[src/rtl/lflrp_pkg.sv]
// Shared types and codes for the linked free list record pool.
// Used by lflrp_ctrl, lflrp_dp and linked_free_list_record_pool_core.
`default_nettype none
package lflrp_pkg;
	typedef enum logic [2:0] {
		FN_ALLOC = 3'd0, FN_FREE = 3'd1, FN_PUT = 3'd2, FN_GET = 3'd3,
		FN_FCNT = 3'd4, FN_UCNT = 3'd5, FN_ISFREE = 3'd6, FN_NONE = 3'd7
	} func_t;

	typedef enum logic [1:0] {
		ST_OK = 2'd0, ST_NOSPACE = 2'd1, ST_ALREADY = 2'd2, ST_NOTFOUND = 2'd3
	} status_t;

	// commands from controller to datapath
	typedef struct packed {
		logic init_wr;    // write reset contents at init index
		logic ld_in;      // capture input word
		logic walk_set;   // walk pointer <= selected start
		logic walk_src;   // 0: free head, 1: address
		logic rd;         // walk pointer <= read link, step count++
		logic step;       // walk pointer <= read link, step count++
		logic alloc_do;   // perform alloc update
		logic put_wr;     // write data at walk pointer
		logic free_do;    // splice at walk pointer
		logic get_hit;    // latch data from read
		logic out_ld;     // load output register
	} cmd_t;

	typedef struct packed {
		logic walk_null;  // walk pointer is null or step limit reached
		logic link_null;  // read link is null
		logic addr_oor;   // address at or above NODES
		logic hit_addr;   // walk pointer equals address
		logic key_match;  // read key equals input key
		logic head_null;  // free list empty
		logic init_last;  // init sweep on last entry
	} sts_t;
endpackage
`default_nettype wire

[src/rtl/lflrp_ctrl.sv]
// Sequencer for the record pool: init sweep, chain walks, result handshake.
// Depends on lflrp_pkg.
`default_nettype none
module lflrp_ctrl (
	input  wire logic              clk,
	input  wire logic              arst_n,
	input  wire logic              in_valid,
	output logic                   in_stall,
	output logic                   out_valid,
	input  wire logic              out_stall,
	input  wire logic [2:0]        func_in,
	input  wire lflrp_pkg::sts_t   sts,
	output lflrp_pkg::cmd_t        cmd,
	output lflrp_pkg::status_t     res_status,
	output logic                   res_isf
);
	typedef enum logic [7:0] {
		S_INIT = 8'b00000001, S_IDLE = 8'b00000010, S_CHKRD = 8'b00000100,
		S_CHK = 8'b00001000, S_WRD = 8'b00010000, S_WALK = 8'b00100000,
		S_DONE = 8'b01000000, S_ARD = 8'b10000000
	} state_t;

	state_t state_q, state_d;
	logic [2:0] func_q;
	logic out_valid_q;
	lflrp_pkg::status_t st_q, st_d;
	logic isf_q, isf_d;

	assign out_valid = out_valid_q;
	assign in_stall = (state_q != S_IDLE) || out_valid_q;
	assign res_status = st_q;
	assign res_isf = isf_q;

	always_comb begin
		state_d = state_q;
		cmd = '0;
		st_d = st_q;
		isf_d = isf_q;
		case (state_q)
			S_INIT: begin
				cmd.init_wr = 1'b1;
				if (sts.init_last) state_d = S_IDLE;
			end
			S_IDLE: begin
				if (in_valid && !out_valid_q) begin
					cmd.ld_in = 1'b1;
					st_d = lflrp_pkg::ST_OK;
					isf_d = 1'b0;
					state_d = S_DONE;
					case (lflrp_pkg::func_t'(func_in))
						lflrp_pkg::FN_ALLOC: state_d = S_ARD;
						lflrp_pkg::FN_FREE, lflrp_pkg::FN_ISFREE: state_d = S_CHKRD;
						lflrp_pkg::FN_PUT, lflrp_pkg::FN_GET: state_d = S_WRD;
						default: state_d = S_DONE;
					endcase
				end
			end
			S_ARD: begin
				cmd.walk_set = 1'b1;
				cmd.walk_src = 1'b0;
				state_d = S_WALK;
				if (sts.head_null) begin
					st_d = lflrp_pkg::ST_NOSPACE;
					state_d = S_DONE;
				end
			end
			S_CHKRD: begin
				if (sts.addr_oor) begin
					if (lflrp_pkg::func_t'(func_q) == lflrp_pkg::FN_FREE)
						st_d = lflrp_pkg::ST_NOTFOUND;
					state_d = S_DONE;
				end else begin
					cmd.walk_set = 1'b1;
					cmd.walk_src = 1'b0;
					state_d = S_CHK;
				end
			end
			S_CHK: begin
				// walk free list looking for address
				if (sts.walk_null) begin
					if (lflrp_pkg::func_t'(func_q) == lflrp_pkg::FN_FREE) begin
						cmd.walk_set = 1'b1;
						cmd.walk_src = 1'b1;
						state_d = S_WRD;
					end else state_d = S_DONE;
				end else if (sts.hit_addr) begin
					if (lflrp_pkg::func_t'(func_q) == lflrp_pkg::FN_FREE)
						st_d = lflrp_pkg::ST_ALREADY;
					else isf_d = 1'b1;
					state_d = S_DONE;
				end else begin
					cmd.rd = 1'b1;
					state_d = S_CHK;
				end
			end
			S_WRD: begin
				if (sts.addr_oor) begin
					st_d = lflrp_pkg::ST_NOTFOUND;
					state_d = S_DONE;
				end else begin
					if (lflrp_pkg::func_t'(func_q) != lflrp_pkg::FN_FREE) begin
						cmd.walk_set = 1'b1;
						cmd.walk_src = 1'b1;
					end
					if (lflrp_pkg::func_t'(func_q) == lflrp_pkg::FN_GET)
						st_d = lflrp_pkg::ST_NOTFOUND;
					state_d = S_WALK;
				end
			end
			S_WALK: begin
				case (lflrp_pkg::func_t'(func_q))
					lflrp_pkg::FN_ALLOC: begin
						cmd.alloc_do = 1'b1;
						state_d = S_DONE;
					end
					lflrp_pkg::FN_FREE: begin
						if (sts.link_null || sts.walk_null) begin
							cmd.free_do = 1'b1;
							state_d = S_DONE;
						end else cmd.step = 1'b1;
					end
					lflrp_pkg::FN_PUT: begin
						if (sts.walk_null) state_d = S_DONE;
						else begin
							if (sts.key_match) cmd.put_wr = 1'b1;
							cmd.step = 1'b1;
						end
					end
					default: begin
						if (sts.walk_null) state_d = S_DONE;
						else if (sts.key_match) begin
							cmd.get_hit = 1'b1;
							st_d = lflrp_pkg::ST_OK;
							state_d = S_DONE;
						end else cmd.step = 1'b1;
					end
				endcase
			end
			S_DONE: begin
				cmd.out_ld = 1'b1;
				state_d = S_IDLE;
			end
			default: state_d = S_INIT;
		endcase
	end

	always_ff @(posedge clk or negedge arst_n) begin
		if (!arst_n) begin
			state_q <= S_INIT;
			func_q <= '0;
			out_valid_q <= 1'b0;
			st_q <= lflrp_pkg::ST_OK;
			isf_q <= 1'b0;
		end else begin
			state_q <= state_d;
			st_q <= st_d;
			isf_q <= isf_d;
			if (cmd.ld_in) func_q <= func_in;
			if (cmd.out_ld) out_valid_q <= 1'b1;
			else if (out_valid_q && !out_stall) out_valid_q <= 1'b0;
		end
	end
endmodule
`default_nettype wire

[config.mk]
export PLATFORM = sky130hd
export DESIGN_NAME = lflrp_ctrl
export DESIGN_NICKNAME = d
export VERILOG_FILES = /design/src/rtl/lflrp_pkg.sv /design/src/rtl/lflrp_ctrl.sv
export SDC_FILE = /design/constraint.sdc
export NUM_CORES = 1
export LEC_CHECK = 0
export ABC_AREA = 0
export BUFFER_PORTS_ARGS = -buffer_cell sky130_fd_sc_hd__buf_2
export CAP_MARGIN = 10
export CORE_MARGIN = 1
export CORE_UTILIZATION = 46
export CTS_CLUSTER_DIAMETER = 50
export DETAILED_ROUTE_END_ITERATION = 10
export GPL_ROUTABILITY_DRIVEN = 0
export PLACE_DENSITY = 0.75
export SETUP_SLACK_MARGIN = 0.1
export SLEW_MARGIN = 20
export SYNTH_ARGS = -nofsm -noshare
export SYNTH_HDL_FRONTEND = slang
export SYNTH_SLANG_ARGS = --single-unit
[constraint.sdc]
create_clock -name clk -period 2.2 [get_ports clk]
set_input_delay 0.22 -clock clk [delete_from_list [all_inputs] [get_ports clk]]
set_output_delay 0.22 -clock clk [all_outputs]
set_load 0.1 [all_outputs]
### Word-level counts from Yosys, hierarchy flattened

Index checks and enable logic that the tools add are counted.

* register bits: 15
* output and inout port bits: 16
* bits of input ports: 14
* word-level logic and storage cells: 116

* multiplexer cells: 61
* reduce and logical (&&, ||, !) cells: 17
* equal/unequal tests: 33

Operators by type and width (number)
* 8-bit case mux with 8 select lines: 1
* 8-bit two-way mux: 7
* 8-bit case mux with 3 select lines: 2
* 7-bit two-way mux: 5
* 2-bit two-way mux: 17
* 1-bit two-way mux: 24
* 2-bit inequality test (second input constant): 12
* 3-bit by 2-bit == test with 1-bit output (second input constant): 4
* 2-bit case mux with 6 select lines: 1
* 12-bit AND reduction: 1
* 5-bit AND reduction: 2
* 3-bit inequality test (second input constant): 3
* 8-bit by 1-bit == test with 1-bit output (second input constant): 1
* 8-bit by 2-bit == test with 1-bit output (second input constant): 1
* 8-bit by 3-bit == test with 1-bit output (second input constant): 1
* 8-bit by 4-bit == test with 1-bit output (second input constant): 1
* 8-bit by 5-bit == test with 1-bit output (second input constant): 1
* 8-bit by 6-bit == test with 1-bit output (second input constant): 1
* 8-bit by 7-bit == test with 1-bit output (second input constant): 1
* 8-bit == test (second input constant): 1
* 8-bit by 2-bit inequality test with 1-bit output (second input constant): 1
* 2-bit case mux with 4 select lines: 1
* 3-bit by 1-bit == test with 1-bit output (second input constant): 2
* 3-bit zero test: 2
* other kinds (13): 18

### Logic depth before layout (Yosys ltp)

* depth after elaboration: 5
* gate-level depth with buffers: 7
* depth with buffers taken out: 5

### Least setup slack after synthesis

No wires, ideal clock.

* path type: reg2out
* from: reg state_q[3]
* to: out cmd[8] in the netlist's numbering
* cell stages (with the launch flop): 6
* data required time: 1980 ps
* path buffers: 1
* path slack: -2333 ps
* data arrival time: 4313 ps
* cell sequence: dfrtp_1 > buf_6 > nor4_1 > nand2_1 > o32ai_1 > nand3b_1

RTL lines
* from (decl): RTL line lflrp_ctrl.sv:23 `state_t state_q, state_d;`
* from (signal assigned): RTL line lflrp_ctrl.sv:155 `state_q <= state_d;`
* to (decl): RTL line lflrp_ctrl.sv:13 `output lflrp_pkg::cmd_t cmd,`

==> impl_metrics.tcl <==
set metrics [dict create \
    status "finished with violations" \
    violations "setup timing" \
    critical_path_class "reg2out" \
    synth_top_family_by_area "simple AND/OR/NAND/NOR gates" \
    post-route-period-util_pct 109 \
    ys_ff_latch 15 \
    fin_nets 198 \
    crit_arrival_ns 2.19 \
    first_global_vias 1260 \
    p_sw_share_pct 50.9 \
    cts-buffers-inserted 3 \
    core-area_um2 2040 \
    syn2layout_area_growth_pct 80.0 \
    worstSetupEndpointType "primary output" \
    hold_viol_final 0 \
    p_seq_share_pct 26.1 \
    detailed_place_hpwl_um 2400 \
    cpPeakStageDelay_ns 0.52 \
    ys.flop_type "dfrtp_1" \
    synth-simple-area-share_pct 36.5 \
    drc_errors 0 \
    final_area_um2 1860 \
    clkPwrFrac_pct 10.2 \
    power_frac_comb_pct 63.7 \
    worst_slew_pin_slew_ns 0.496 \
    synth-async-reset-ratio_pct 100 \
    dieHeight_um 49.4 \
    synthAdderAreaFrac_pct 0 \
    yosysWarnings 0 \
    cp_slowest_cell "or4b_4" \
    r2r-end "res_status[1]$_DFFE_PN0P_" \
    syn-cell-area_um2 1030 \
    std_cell_rows 16 \
    grt_antenna_before_repair 0 \
    drt_wl_total_um 4820 \
    synth-xor-area-share_pct 0.848 \
    synth_edf_count 0 \
    track_usage_pct 33.1 \
    synth_mux_area_share_pct 3.27 \
    cap_violations 0 \
    dp_slack_ns 0.0352 \
    cts.clk_slew.worst_paths_ns 0.11 \
    crit_fanout 5 \
    n_fill_cell 85 \
    synth_cell_types 41 \
    power.density_nw_per_um2 934 \
    fmax_mhz 416 \
    skew_ns 0.0101 \
    die-area_um2 2440 \
    crit_required_ns 1.98 \
    seq_area_frac_synth_pct 36.5 \
    rsz0062_at_grt "yes" \
    drv_slew 0 \
    setup_viol 12 \
    cts.htree.levels 1 \
    p_int_uw 853 \
    placed_cells 181 \
    start_util_pct 50.6 \
    diodes 0 \
    clk_latency_ns 0.30 \
    r2r-start "state_q[1]$_DFFE_PN0P_" \
    crit_family "simple AND/OR/NAND/NOR gates" \
    fin_cells 210 \
    overflow 0 \
    vias 1426 \
    viasPerCell 6.79 \
    drtIter0Drc 69 \
    crit_end "cmd[5]" \
    layout_common_cells "buf_4, buf_2, nand2_1, buf_12, dfrtp_1" \
    hold_path_class "in2reg" \
    dieWidth_um 49.4 \
    layout_setup_ws_ns -0.207 \
    cts.sinks 15 \
    leakagePower_nw 0.852 \
    slew_headroom_pct 67.2 \
    dr.pass1.iters 6 \
    synth_area_per_cell_um2 8.67 \
    critPathLaunch "state_q[5]$_DFFE_PN0P_" \
    worst-path-buf-inv 2 \
    wl_per_cell_um 22.9 \
    path_cells "or4b_4, or2_4, a2111o_1, clkinvlp_4, buf_12" \
    crit_path_start_kind "register" \
    final_common_cell "buf_4" \
    layout-drive-gt1-share_pct 55.2 \
    portBuffers 29 \
    r2r_cells 7 \
    place_area_um2 1510 \
    synthesis.nets 133 \
    finalCriticalPeriod_ns 2.41 \
    crit_cells 5 \
    io_pins 30 \
    synth_compound_area_share_pct 17.5 \
    worst-r2r-setup-slack_ns -0.17 \
    grt_max_degree 16 \
    vdd_ir_drop_max_mv 0.867 \
    cts_tree "done" \
    cts_buffer_depth 2 \
    grt_pass1_wl_um 6000 \
    drtAntennaViolNets 0 \
    switchingPower_uw 883 \
    synthCells 119 \
    cts_root_buf "clkbuf_4" \
]
## area by class of cell
type                       instances  area, um2  share of cell area [%]
sequential                        15        380                    20.5
clock buffer                       3       22.5                    1.21
multi-input combinational         93        778                    41.9
tap                               27       33.8                    1.82
inverter                           9       43.8                    2.36
clock inverter                     1       5.00                   0.269
timing repair buffer              62        594                    32.0
## synthesized netlist by cell type (2+ instances only)
cell | instances | area share, %
a211oi_1 | 2 | 1.5
a21oi_1 | 4 | 1.9
a31oi_1 | 2 | 1.2
buf_6 | 2 | 2.2
dfrtp_1 | 14 | 34
inv_1 | 9 | 3.3
mux2_2 | 3 | 3.3
nand2_1 | 15 | 5.5
nand2b_1 | 3 | 1.8
nand3_1 | 4 | 1.9
nand3b_1 | 4 | 2.9
nand4_1 | 2 | 1.2
nand4b_1 | 4 | 3.4
nor2_1 | 11 | 4.0
nor2b_1 | 2 | 1.2
nor3_1 | 3 | 1.5
nor3b_1 | 2 | 1.5
nor4_1 | 3 | 1.8
nor4b_1 | 2 | 1.7
o211ai_2 | 2 | 2.4
o21ai_0 | 4 | 1.9
or3_1 | 2 | 1.2
or4b_1 | 2 | 1.9
## repair_timing
| action | 4_1_cts | 5_1_grt |
|---|---|---|
| pin swaps | 8 | 7 |
| hold endpoints to repair | 14 | 0 |
| setup buffers | 15 | 9 |
| hold buffers | 1 | 0 |
| setup endpoints to repair | 14 | 16 |
| resized for setup | 24 | 13 |
## state kept, by name (all words and copies together) (netlist names)
| register | count |
|---|---|
| func_q | 3 |
| res_status | 2 |
| out_valid | 1 |
| res_isf | 1 |
| state_q | 8 |
## power by group through the flow
stage	registers (mW)	logic [mW]	clock network, mW
floorplan	0.457	0.502	0
global placement	0.433	0.697	0
detailed placement	0.442	0.714	0
CTS	0.431	0.874	0.166
global route	0.459	1.14	0.188
finish	0.453	1.11	0.176
## cell families after synthesis
group                     count (synthesis)
xor gates and xnor gates                  1
AOI/OAI and AO/OA                        24
buffers and inverters                    11
DFF                                      15
muxes                                     3
and+or+nand+nor                          65
## worst reg2reg max path: cells and delay by family, from the launching register on
kind	cells	cell delay (ns)
buffers and inverters	2	0.28
AND/OR/NAND/NOR	3	0.95
flip-flops	1	0.40
AO/OA/AOI/OAI	1	0.27
multiplexers	1	0.36
## how the worst min path moves through the flow
stage,startpoint,endpoint,slack [ns],depth (start not counted)
global route,func_in[2],state_q[7]$_DFFE_PN0P_,0.11,2
global placement,arst_n,state_q[1]$_DFFE_PN0P_,0.14,1
floorplan,arst_n,func_q[0]$_DFFE_PN0P_,-0.08,0
finish,func_in[0],state_q[7]$_DFFE_PN0P_,0.11,2
detailed placement,arst_n,state_q[1]$_DFFE_PN0P_,0.15,1
CTS,func_in[2],state_q[7]$_DFFE_PN0P_,0.11,2
## through the flow
| step | util (%) | hold slack [ns] | TNS [ns] | total power, mW |
|---|---|---|---|---|
| final | 91.0 | 0.110 | -1.29 | 1.74 |
| after detailed placement | 73.8 | 0.150 | 0 | 1.16 |
| after CTS | 85.1 | 0.109 | -0.459 | 1.47 |
| after global routing | 91.0 | 0.109 | -2.10 | 1.79 |
| after floorplan | - | -0.0756 | -1.67 | 0.959 |
| after global placement | 73.8 | 0.138 | 0 | 1.13 |
## per-layer routing
layer / track usage, % / up-vias / share of wire (%)
met2: 57.3 / 144 / 46
met4: 16.7 / 0 / 7.7
met5: 0 / - / 0
li1: - / 571 / -
met3: 4.05 / 47 / 10
met1: 40.2 / 664 / 36
No activity file was read; power rests on OpenSTA's default activity.
